`src/sv/sfe_pkg.sv`:
```
`timescale 1ns / 1ps
package sfe_pkg;
    localparam int MAX_BINS_DEF = 4096;
    localparam int FREQ_W   = 19;
    localparam int MAG_W    = 24;
    localparam int FRAC_W   = 16;
    localparam int ENERGY_W = 60;
    localparam int CFG_W    = 19;
    localparam int IDX_W    = 2;

    localparam logic [IDX_W-1:0] REG_ROLL_FRACTION = 2'd0;
    localparam logic [IDX_W-1:0] REG_BAND_LOW      = 2'd1;
    localparam logic [IDX_W-1:0] REG_BAND_HIGH     = 2'd2;

    localparam logic [FRAC_W-1:0] ROLL_FRACTION_RST = 16'd55706;
    localparam logic [FREQ_W-1:0] BAND_LOW_RST      = 19'd0;
    localparam logic [FREQ_W-1:0] BAND_HIGH_RST     = 19'd524287;

    typedef struct packed {
        logic [FREQ_W-1:0] bin_freq;
        logic [MAG_W-1:0]  bin_mag;
        logic              last_bin;
    } bin_t;

    typedef struct packed {
        logic [FREQ_W-1:0]   centroid_freq;
        logic [FREQ_W-1:0]   rolloff_freq;
        logic [FREQ_W-1:0]   dominant_freq;
        logic [ENERGY_W-1:0] band_energy;
        logic                too_few_bins;
    } result_t;

    // controller -> datapath
    typedef struct packed {
        logic take;       // accumulate the input beat
        logic div_start;  // load divider
        logic div_step;   // one quotient bit
        logic scan_start; // begin rolloff pass
        logic scan_rd;    // issue memory read
        logic scan_acc;   // accumulate read data
        logic emit;       // present result
        logic clear;      // drop accumulators
    } cmd_t;

    // datapath -> controller
    typedef struct packed {
        logic div_done;
        logic scan_hit;   // running sum reached the target
        logic scan_end;   // read address reached the last stored bin
    } stat_t;
endpackage

```
`src/sv/sfe_ctrl.sv`:
```
`timescale 1ns / 1ps
module sfe_ctrl (
    input  logic           clk,
    input  logic           rst_n,
    input  logic           start,
    input  logic           last_bin,
    input  sfe_pkg::stat_t stat,
    output sfe_pkg::cmd_t  cmd,
    output logic           busy,
    output logic           done
);
    import sfe_pkg::*;

    typedef enum logic [2:0] {
        S_IDLE, S_SETTLE, S_LOAD, S_DIV, S_SCAN_RD, S_SCAN_ACC, S_EMIT, S_OUT
    } state_t;

    state_t state_reg;
    logic   busy_reg, done_reg, scan_last_reg;

    // S_SETTLE lets the product stage fold the last bin into the sums
    always_comb
    begin
        cmd = '0;
        case (state_reg)
            S_IDLE:     cmd.take = start;
            S_SETTLE:   cmd.scan_start = 1'b1;
            S_LOAD:     cmd.div_start = 1'b1;
            S_DIV:      cmd.div_step = 1'b1;
            S_SCAN_RD:  cmd.scan_rd = 1'b1;
            S_SCAN_ACC: cmd.scan_acc = 1'b1;
            S_EMIT:     cmd.emit = 1'b1;
            S_OUT:      cmd.clear = 1'b1;
            default: ;
        endcase
    end

    always_ff @(posedge clk or negedge rst_n)
    begin
        if (!rst_n)
        begin
            state_reg     <= S_IDLE;
            busy_reg      <= 1'b0;
            done_reg      <= 1'b0;
            scan_last_reg <= 1'b0;
        end
        else
        begin
            done_reg <= 1'b0;
            case (state_reg)
                S_IDLE:
                    if (start && last_bin)
                    begin
                        state_reg <= S_SETTLE;
                        busy_reg  <= 1'b1;
                    end
                    else if (start)
                        busy_reg <= 1'b0;
                S_SETTLE: state_reg <= S_LOAD;
                S_LOAD:   state_reg <= S_DIV;
                S_DIV:
                    if (stat.div_done)
                        state_reg <= S_SCAN_RD;
                S_SCAN_RD:
                begin
                    scan_last_reg <= stat.scan_end;
                    state_reg     <= S_SCAN_ACC;
                end
                S_SCAN_ACC:
                    if (scan_last_reg)
                        state_reg <= S_EMIT;
                    else
                        state_reg <= S_SCAN_RD;
                S_EMIT:
                begin
                    state_reg <= S_OUT;
                    done_reg  <= 1'b1;
                end
                S_OUT:
                begin
                    state_reg <= S_IDLE;
                    busy_reg  <= 1'b0;
                end
                default: state_reg <= S_IDLE;
            endcase
        end
    end

    assign busy = busy_reg;
    assign done = done_reg;
endmodule

```
`config.mk`:
```
export PLATFORM = sky130hd
export DESIGN_NAME = sfe_ctrl
export DESIGN_NICKNAME = d
export VERILOG_FILES = /design/src/sv/sfe_pkg.sv /design/src/sv/sfe_ctrl.sv
export SDC_FILE = /design/constraint.sdc
export NUM_CORES = 1
export LEC_CHECK = 0
export ABC_AREA = 1
export BUFFER_PORTS_ARGS = -buffer_cell sky130_fd_sc_hd__buf_2
export CAP_MARGIN = 10
export CORE_AREA = 2 2 39 41
export CTS_CLUSTER_DIAMETER = 150
export CTS_CLUSTER_SIZE = 28
export DETAILED_ROUTE_END_ITERATION = 16
export DIE_AREA = 0 0 41 43
export GPL_ROUTABILITY_DRIVEN = 0
export PLACE_DENSITY = 0.56
export REMOVE_ABC_BUFFERS = 1
export SYNTH_ARGS = -nofsm -noshare
export SYNTH_HDL_FRONTEND = slang
export SYNTH_SLANG_ARGS = --single-unit
```
`constraint.sdc`:
```
create_clock -name clk -period 1.1 [get_ports clk]
set_input_delay 0.165 -clock clk [delete_from_list [all_inputs] [get_ports clk]]
set_output_delay 0.165 -clock clk [all_outputs]
set_load 0.005 [all_outputs]
```
# ---- Word level (Yosys, flattened, before mapping)
# Index checks and enable logic that the tools add are counted.
dict set report totals {
  register_bits 6
  output_inout_bits 10
  input_bits 7
  wordCells 34
}
dict set report classes {
  n_mux 15
  n_eq_ne 10
  n_reduce_logical 5
}
# op count
set op_table {}
lappend op_table {{3-bit case mux with 8 select lines} 1}
lappend op_table {{3-bit == test, second input constant} 4}
lappend op_table {{1-bit two-way mux} 10}
lappend op_table {{3-bit by 2-bit == test with 1-bit output, second input constant} 2}
lappend op_table {{3-bit two-way mux} 2}
lappend op_table {{2-bit inequality test, second input constant} 2}
lappend op_table {{2-bit AND reduction} 2}
lappend op_table {{3-bit by 1-bit == test with 1-bit output, second input constant} 1}
lappend op_table {{3-bit zero test} 1}
lappend op_table {{3-bit inequality test, second input constant} 1}
lappend op_table {{2-bit two-way mux} 1}
lappend op_table {{1-bit case mux with 2 select lines} 1}
lappend op_table {{2-bit nonzero test} 1}
lappend op_table {{1-bit logical AND} 1}

# ---- Longest topological paths before layout
# Gate-level depths: netlist (run 1).
dict set report depth {
  word_depth 3
  depth_mapped 5
  mapped_depth_nobuf 5
}

# ---- Worst setup path before layout (run 1)
# OpenSTA, ideal clock, no wires.
dict set report synth_timing {
  path_kind {register to output}
  start {reg state_reg[0]}
  end {out cmd[3] in the netlist's numbering}
  n_path_buf 0
  t_arrival_ns 0.744
  path_stages_with_launch 4
  slack_ns 0.191
  t_required_ns 0.935
  path_cell_list {dfrtp_1 -> nor2_2 -> nand2_1 -> inv_2}
}
# item line
set synth_lines {}
lappend synth_lines {{from (decl)} sfe_ctrl.sv:18} ;# state_t state_reg;
lappend synth_lines {{from (signal assigned)} sfe_ctrl.sv:42} ;# state_reg <= S_IDLE;
lappend synth_lines {{from (signal assigned)} sfe_ctrl.sv:54} ;# state_reg <= S_SETTLE;
lappend synth_lines {{from (signal assigned)} sfe_ctrl.sv:59} ;# S_SETTLE: state_reg <= S_LOAD;
lappend synth_lines {{to (decl)} sfe_ctrl.sv:8} ;# output sfe_pkg::cmd_t cmd,

==> impl_metrics.toml, run 1 <==
[clocking]
htreeDepth = 1
cts.reportedPaths.clkPinSlew_ns = 0.04
cts.sinks = 6
numCtsBuffers = 3
cts_root_buffer = "clkbuf_4"
cts_max_path_buffers = 2
insertion_delay_ns = 0.25
cts_tree = "built"

[job]
drv_cap = 0

[power]
vdd_drop_max_uv = 1080
power_density_nw_per_um2 = 2650
p_leak_nw = 0.337

[critical_path]
critPathMaxFanout = 4
cp.required_ns = 0.94
cp-end-kind = "primary output"
slowest_stage = "dfrtp_2"
crit_chain = "nor2_4, nand2_2, inv_2, buf_2"
critPathMaxStageDelay_ns = 0.44
critPathTopFamily = "flip-flops"
path_class = "register to primary output"
crit_path_start_kind = "register"
path_buf_inv = 2
arrival_ns = 1.09

[timing]
slew_viol_final = 0
setup_violations = 9
slew_headroom_pct = 89.8
rsz0062_at_grt = "true"
finalHoldViolations = 0
fmax_mhz = 794
fin_crit_ns = 1.26
setup_ws_ns = -0.159
finalClockSkew_ns = 0.00253
tightest_slew_ns = 0.152
finalSetupTns_ns = -1.14
finalCritPeriodShare_pct = 114

[die]
ioPinCount = 17
initial_core_util_pct = 24.1
fp.coreArea_sq_um = 1380
rows = 14
fp.dieH_um = 43
die_area_sq_um = 1760
die_x_um = 41

[placed_design]
hpwlAfterDp_um = 547
port-buffer-count = 15
placed_cell_area_sq_um = 435
dp_slack_ns = 0.0320

[routing]
num_vias = 355
wire_per_inst_um = 9.08
wirelength_um = 799
drt_iter0_markers = 0
route.detailed.drc = 0
dr.pass1.iters = 1
vias_per_cell = 4.03
ant_nets = 0

[final_layout]
finalInstanceArea_sq_um = 541
finalNetCount = 81
diodes = 0
drive_gt1_share_pct = 56.9
syn2layout_area_growth_pct = 62.4
largest_reg_flops = 3

[yosys]
synth_area_per_cell_sq_um = 7.40
synth.mux.area_fraction_pct = 0
yosys_register_bits = 6
synth-seq-area-share_pct = 45.1
synth_top_family_by_area = "simple AND/OR/NAND/NOR gates"
syn_inst = 45
yosys.area.top_type = "dfrtp_1"
synth_compound_gate_area_share_pct = 1.50
yosys.area_share.simple_pct = 41.0
synth_top_area_share_pct = 45.1
ys_types = 12
syn-cell-area_sq_um = 333
synthAdderAreaFrac_pct = 0
synth_warnings = 0
synth.area.top_cells = "dfrtp_1 (45%), nand2_1 (12%), inv_1 (10%), nand3_1 (6.0%), nand3_2 (6.0%)"
synth-xor-area-share_pct = 0

[grt]
top_usage_layer = "met2"
grt.overflow.total = 0
first_global_vias = 332
grt_usage_pct = 11.8
met2_usage_pct = 17.2
use_met1_pct = 15.2
grt_max_degree = 8
antenna_found_initial = 0
grt_pass1_wl_mm = 1.37
use_met3_pct = 6.28

[min_path]
hold_class = "input pin to register"

[status]
status = "complete, but fails checks"
violations = "negative setup slack"
-- cell type report --
cell class,count,area [sq um]
timing repair buffer,24,145
sequential,6,153
inverter,11,41.3
multi-input combinational,28,159
fill,157,843
clock buffer,3,22.5
tap,16,20.0
-- Yosys cell counts (all sizes together) --
| cell type | count |
|---|---|
| inv | 11 |
| nand4 | 1 |
| nand2 | 13 |
| nand3 | 6 |
| nor2 | 7 |
| o21ai | 1 |
| dfrtp | 6 |
-- logic make-up after synthesis --
kind of cell | count (synthesis)
simple gates | 27
buf+inv | 11
flops | 6
compound gates | 1
-- power breakdown --
group	total, W	switching (W)	leakage, nW	internal [W]
clock	0.000208	0.0000845	0.0138	0.000124
combinational	0.000795	0.000399	0.250	0.000396
sequential	0.000432	0.000104	0.0730	0.000327
total	0.00143	0.000587	0.337	0.000847
-- path summary, 6_finish.rpt --
| check | startpoint | endpoint | slack (ns) | depth (start not counted) |
|---|---|---|---|---|
| setup / recovery | state_reg[0] | cmd[3] | -0.16 | 4 |
| hold / removal | stat[0] | scan_last_reg | 0.11 | 3 |
| setup reg to reg | state_reg[1] | state_reg[1] | -0.02 | 7 |
| min in group asynchronous | rst_n | state_reg[2] | 0.27 | 2 |
| hold reg to reg | busy | busy | 0.49 | 2 |
| max in group asynchronous | rst_n | state_reg[1] | 0.67 | 2 |
-- repair_timing --
action / CTS / global route
setup endpoints to repair: 8 / 9
setup buffers: 4 / 3
resized for setup: 7 / 1
hold endpoints to repair: 6 / 0
pin swaps: 4 / 3
hold buffers: 1 / 0
-- through the flow --
step / std cells / total power (W) / hold WS, ns / utilization [%]
after floorplan: 45 / 0.000776 / -0.131 / -
after global placement: 77 / 0.000985 / -0.00167 / 31.5
after detailed placement: 77 / 0.000994 / 0.00281 / 31.5
after CTS: 85 / 0.00138 / 0.102 / 37.1
after global routing: 88 / 0.00159 / 0.131 / 39.1
final: 88 / 0.00143 / 0.110 / 39.1
-- cells in the final DEF, fill, tap and decap left out --
| cell | instances |
|---|---|
| nand2_2 | 3 |
| dfrtp_1 | 4 |
| inv_1 | 8 |
| nand3_1 | 3 |
| nand3_2 | 3 |
| clkbuf_4 | 3 |
| nand2_1 | 10 |
| buf_4 | 8 |
| nand4_1 | 1 |
| dlygate4sd3_1 | 1 |
| buf_2 | 15 |
| dfrtp_2 | 2 |
| inv_2 | 3 |
| nor2_2 | 2 |
| nor2_1 | 3 |
| nor2_4 | 2 |
| o21ai_1 | 1 |
-- tightest hold or removal path, stage by stage --
cell     delay [ns]
buf_2          0.07
nand2_1        0.04
nand2_1        0.04
-- metal layers --
layer | wire (um) | part of all wire [%]
met4 | 0 | 0
met1 | 352 | 44
met5 | 0 | 0
met2 | 375 | 47
met3 | 72 | 9.0
(Power assumes the default switching activity.)
==> run 2: changes to the inputs <==
CAP_MARGIN = 5   (was 10)
PLACE_DENSITY = 0.45   (was 0.56)
SLEW_MARGIN = 20   (was unset)
==> run 2 against run 1 <==
  * The run still ends with negative setup slack left
  * Power down 7.5%
  * Clock-buffer cell count stayed put
  * Via count is 1.1% lower
  * Clock skew rose by 0.0071 ns
  * Wire length is 6.4% lower
  * Register-to-register slack improved by 0.09 ns
  * Largest cell class is now flip-flops and latches
==> impl_metrics.toml, run 2 (synthesis gave the netlist of run 1 again) <==
[routing]
drt_iter0_markers = 7
wire_per_inst_um = 8.90
wirelength_um = 748
route.detailed.drc = 0
dr.pass1.iters = 4
num_vias = 351
vias_per_cell = 4.18
ant_nets = 0

[critical_path]
critPathMaxStageDelay_ns = 0.44
cp-end-kind = "primary output"
path_class = "register to primary output"
critPathMaxFanout = 4
arrival_ns = 1.09
crit_path_start_kind = "register"
crit_chain = "nor2_1, inv_1, nor2_2, buf_2"
cp.required_ns = 0.94
slowest_stage = "dfrtp_2"

[final_layout]
register_area_sq_um = 154
syn2layout_area_growth_pct = 52.3
fillers = 158
finalNetCount = 77
largest_reg_flops = 3
final_cells = 84
final_util_pct = 36.6
drive_gt1_share_pct = 52.9
diodes = 0
final_common_cell = "buf_2"
mostFrequentLayoutCells = "buf_2 (15), nand2_1 (11), inv_1 (8), nand3_1 (4), buf_4 (4)"
multi_input_area_sq_um = 151

[power]
power_density_nw_per_um2 = 2620
p_total_w = 0.00133
vdd_drop_max_uv = 856
p_leak_nw = 0.313

[job]
drv_cap = 0

[die]
ioPinCount = 17
rows = 14
die_x_um = 41
fp.dieH_um = 43
die_area_sq_um = 1760
initial_core_util_pct = 24.1
fp.coreArea_sq_um = 1380

[grt]
grt_max_degree = 8
antenna_found_initial = 0
grt.overflow.total = 0
grt_usage_pct = 11.9
grt_pass1_wl_mm = 1.30
first_global_vias = 335

[status]
violations = "negative setup slack"
status = "complete, but fails checks"

[timing]
fmax_mhz = 800
slew_viol_final = 0
setup_violations = 8
fin_crit_ns = 1.25
finalCritPeriodShare_pct = 114
finalHoldViolations = 0
finalSetupTns_ns = -1.10
slew_headroom_pct = 90.6
setup_ws_ns = -0.150
tightest_slew_ns = 0.141
finalClockSkew_ns = 0.00967
rsz0062_at_grt = "true"

[placed_design]
port-buffer-count = 15
hpwlAfterDp_um = 604
dp_cells = 77

[clocking]
cts_tree = "built"
insertion_delay_ns = 0.25
numCtsBuffers = 3
cts_max_path_buffers = 2
cts.sinks = 6
cts.reportedPaths.clkPinSlew_ns = 0.05
htreeDepth = 1
cts_root_buffer = "clkbuf_4"

[min_path]
hold_class = "input pin to register"
run 2: changes by cell type in the layout (fill, tap and decap cells not counted), sizes merged:
cell / change
buf: -4
run 2: path summary, 6_finish.rpt:
check | endpoint | startpoint | cells after the start | slack, ns
worst max-delay path | cmd[1] | state_reg[0] | 4 | -0.15
worst min-delay path | scan_last_reg | stat[0] | 3 | 0.13
worst max register to register | state_reg[0] | state_reg[1] | 5 | 0.07
worst min register to register | scan_last_reg | scan_last_reg | 2 | 0.50
max in group asynchronous | state_reg[2] | rst_n | 2 | 0.66
min in group asynchronous | done | rst_n | 2 | 0.27
run 2: cell type report:
| type | count | share of cell area [%] |
|---|---|---|
| Timing Repair Buffer | 20 | 22.7 |
| Tap cell | 16 | 3.95 |
| Sequential cell | 6 | 30.4 |
| Clock buffer | 3 | 4.44 |
| Multi-Input combinational cell | 28 | 29.9 |
| Inverter | 11 | 8.64 |
run 2: repair_timing:
item | in CTS | in global routing
resized for setup | 6 | 2
setup buffers | 2 | 1
pin swaps | 1 | 2
setup endpoints to repair | 8 | 8
hold buffers | 1 | 0
hold endpoints to repair | 6 | 0
run 2: per-layer routing:
metal,GRT usage (%),wire [um]
met1,13.3,295
met2,16.6,366
met3,3.14,53
met4,12.0,31
met5,0,0
run 2: report_power, final:
part,internal (W),total (W),switching (W)
clock,0.000124,0.000205,0.0000815
sequential,0.000330,0.000446,0.000116
combinational,0.000317,0.000675,0.000358
run 2: per-stage QoR:
stage / area (sq um) / setup WS, ns / hold WS, ns
floorplan: 333 / 0.191 / -0.131
global placement: 435 / 0.0414 / -0.00738
detailed placement: 435 / 0.0426 / -0.00164
CTS: 495 / -0.171 / 0.126
global route: 507 / -0.228 / 0.135
finish: 507 / -0.150 / 0.125
run 2: worst max-delay path: cells and delay by family, from the launching register on:
kind	cells	cell delay (ns)
buffers and inverters	2	0.19
DFF	1	0.44
and+or+nand+nor	2	0.21
==> run 3: changes to the inputs <==
PLACE_DENSITY = unset   (was 0.45)
==> run 3 against run 2 <==
  * The flow still finishes with violations (negative setup slack)
  * Flip-flop and latch count unchanged
  * Non-clock buffer count up 1
  * Final cell count up 1.2%
  * Cell area up 2.7%
  * Hold slack got worse by 0.00059 ns
  * Clock-buffer cell count did not move
  * Critical path depth grew 1
  * Clock power is 2% lower
  * Register-to-register slack worse by 0.10 ns
  * Critical path type unchanged
  * Largest power group unchanged
==> impl_metrics.toml, run 3 (synthesis gave the netlist of run 1 again) <==
[final_layout]
finalInstanceArea_sq_um = 520
mostFrequentLayoutCells = "buf_2 (15), nand2_1 (10), inv_1 (6), inv_2 (5)"
syn2layout_area_growth_pct = 56.4
drive_gt1_share_pct = 59.4
final_util_pct = 37.6
final_common_cell = "buf_2"
largest_reg_flops = 3
finalNetCount = 78
diodes = 0

[timing]
finalSetupTns_ns = -1.07
setup_ws_ns = -0.156
fin_crit_ns = 1.26
rsz0062_at_grt = "true"
tightest_slew_ns = 0.152
finalClockSkew_ns = 0.00518
finalCritPeriodShare_pct = 114
finalHoldViolations = 0
slew_headroom_pct = 89.9
fmax_mhz = 796
slew_viol_final = 0
setup_violations = 9
finalHoldWorstSlack_ns = 0.125

[clocking]
insertion_delay_ns = 0.24
numCtsBuffers = 3
cts_root_buffer = "clkbuf_4"
cts_tree = "built"
cts.sinks = 6
cts_max_path_buffers = 2
htreeDepth = 1
cts.reportedPaths.clkPinSlew_ns = 0.04

[power]
power_density_nw_per_um2 = 2700
vdd_drop_max_uv = 1040
p_leak_nw = 0.315

[critical_path]
crit_chain = "inv_2, nor2_1, inv_2, nor2_2, buf_2"
slowest_stage = "dfrtp_2"
critPathMaxStageDelay_ns = 0.42
critPathTopFamily = "flip-flops"
path_class = "register to primary output"
critPathMaxFanout = 4
cp-end-kind = "primary output"
path_buf_inv = 3
crit_path_start_kind = "register"
crit_top_cell = "inv_2"
cp.required_ns = 0.94
arrival_ns = 1.09

[routing]
num_vias = 343
vias_per_cell = 4.04
wire_per_inst_um = 8.93
drt_iter0_markers = 2
ant_nets = 0
wirelength_um = 759
dr.pass1.iters = 2
route.detailed.drc = 0

[die]
fp.dieH_um = 43
initial_core_util_pct = 24.1
die_x_um = 41
rows = 14
die_area_sq_um = 1760
ioPinCount = 17
fp.coreArea_sq_um = 1380

[status]
status = "complete, but fails checks"
violations = "negative setup slack"

[placed_design]
placed_cell_area_sq_um = 435
port-buffer-count = 15
hpwlAfterDp_um = 589
dp_slack_ns = 0.0290

[grt]
grt.overflow.total = 0
grt_usage_pct = 10.8
grt_pass1_wl_mm = 1.17
grt_max_degree = 8
antenna_found_initial = 0
first_global_vias = 280

[min_path]
hold_class = "input pin to register"

[job]
drv_cap = 0
-- run 3: area by class of cell --
cell class | count | area (sq um)
repair buffers | 21 | 126
flip-flops and latches | 6 | 154
clock buffers | 3 | 22.5
fillers | 144 | 863
multi-input cells | 28 | 156
well taps | 16 | 20.0
inverters | 11 | 41.3
-- run 3: final timing paths --
kind / start / to / slack [ns] / cells past startpoint
setup / recovery: state_reg[1] / cmd[1] / -0.16 / 5
min in group asynchronous: rst_n / state_reg[2] / 0.28 / 2
hold / removal: stat[0] / scan_last_reg / 0.12 / 3
max in group asynchronous: rst_n / state_reg[1] / 0.65 / 2
setup reg to reg: state_reg[0] / state_reg[0] / -0.03 / 6
hold reg to reg: scan_last_reg / scan_last_reg / 0.50 / 2
-- run 3: report_power, final --
group | switching, W | internal [W]
Clock | 0.0000764 | 0.000123
Sequential | 0.000117 | 0.000330
Combinational | 0.000384 | 0.000372
Total | 0.000578 | 0.000825
-- run 3: repair_timing --
action | 4_1_cts | 5_1_grt
endpoints found under the hold margin | 6 | 0
endpoints found under the setup margin | 8 | 8
gates resized for setup | 5 | 7
gates cloned | 0 | 0
pin swaps | 2 | 4
hold buffers | 1 | 0
setup buffers | 2 | 2
-- run 3: per-layer routing --
metal / vias up / GRT usage, % / wire (um)
li1: 183 / - / -
met1: 144 / 12.5 / 332
met2: 14 / 14.1 / 350
met3: 2 / 6.28 / 65
met4: 0 / 8.00 / 11
met5: - / 0 / 0
-- run 3: stage by stage --
stage,total power [W],std cells
finish,0.00140,85
floorplan,0.000776,45
global placement,0.000981,77
global route,0.00154,85
detailed placement,0.00100,77
CTS,0.00132,83
-- run 3: worst min-delay path, stage by stage --
cell,delay [ns]
buf_2,0.07
nand2_1,0.04
nand2_1,0.05
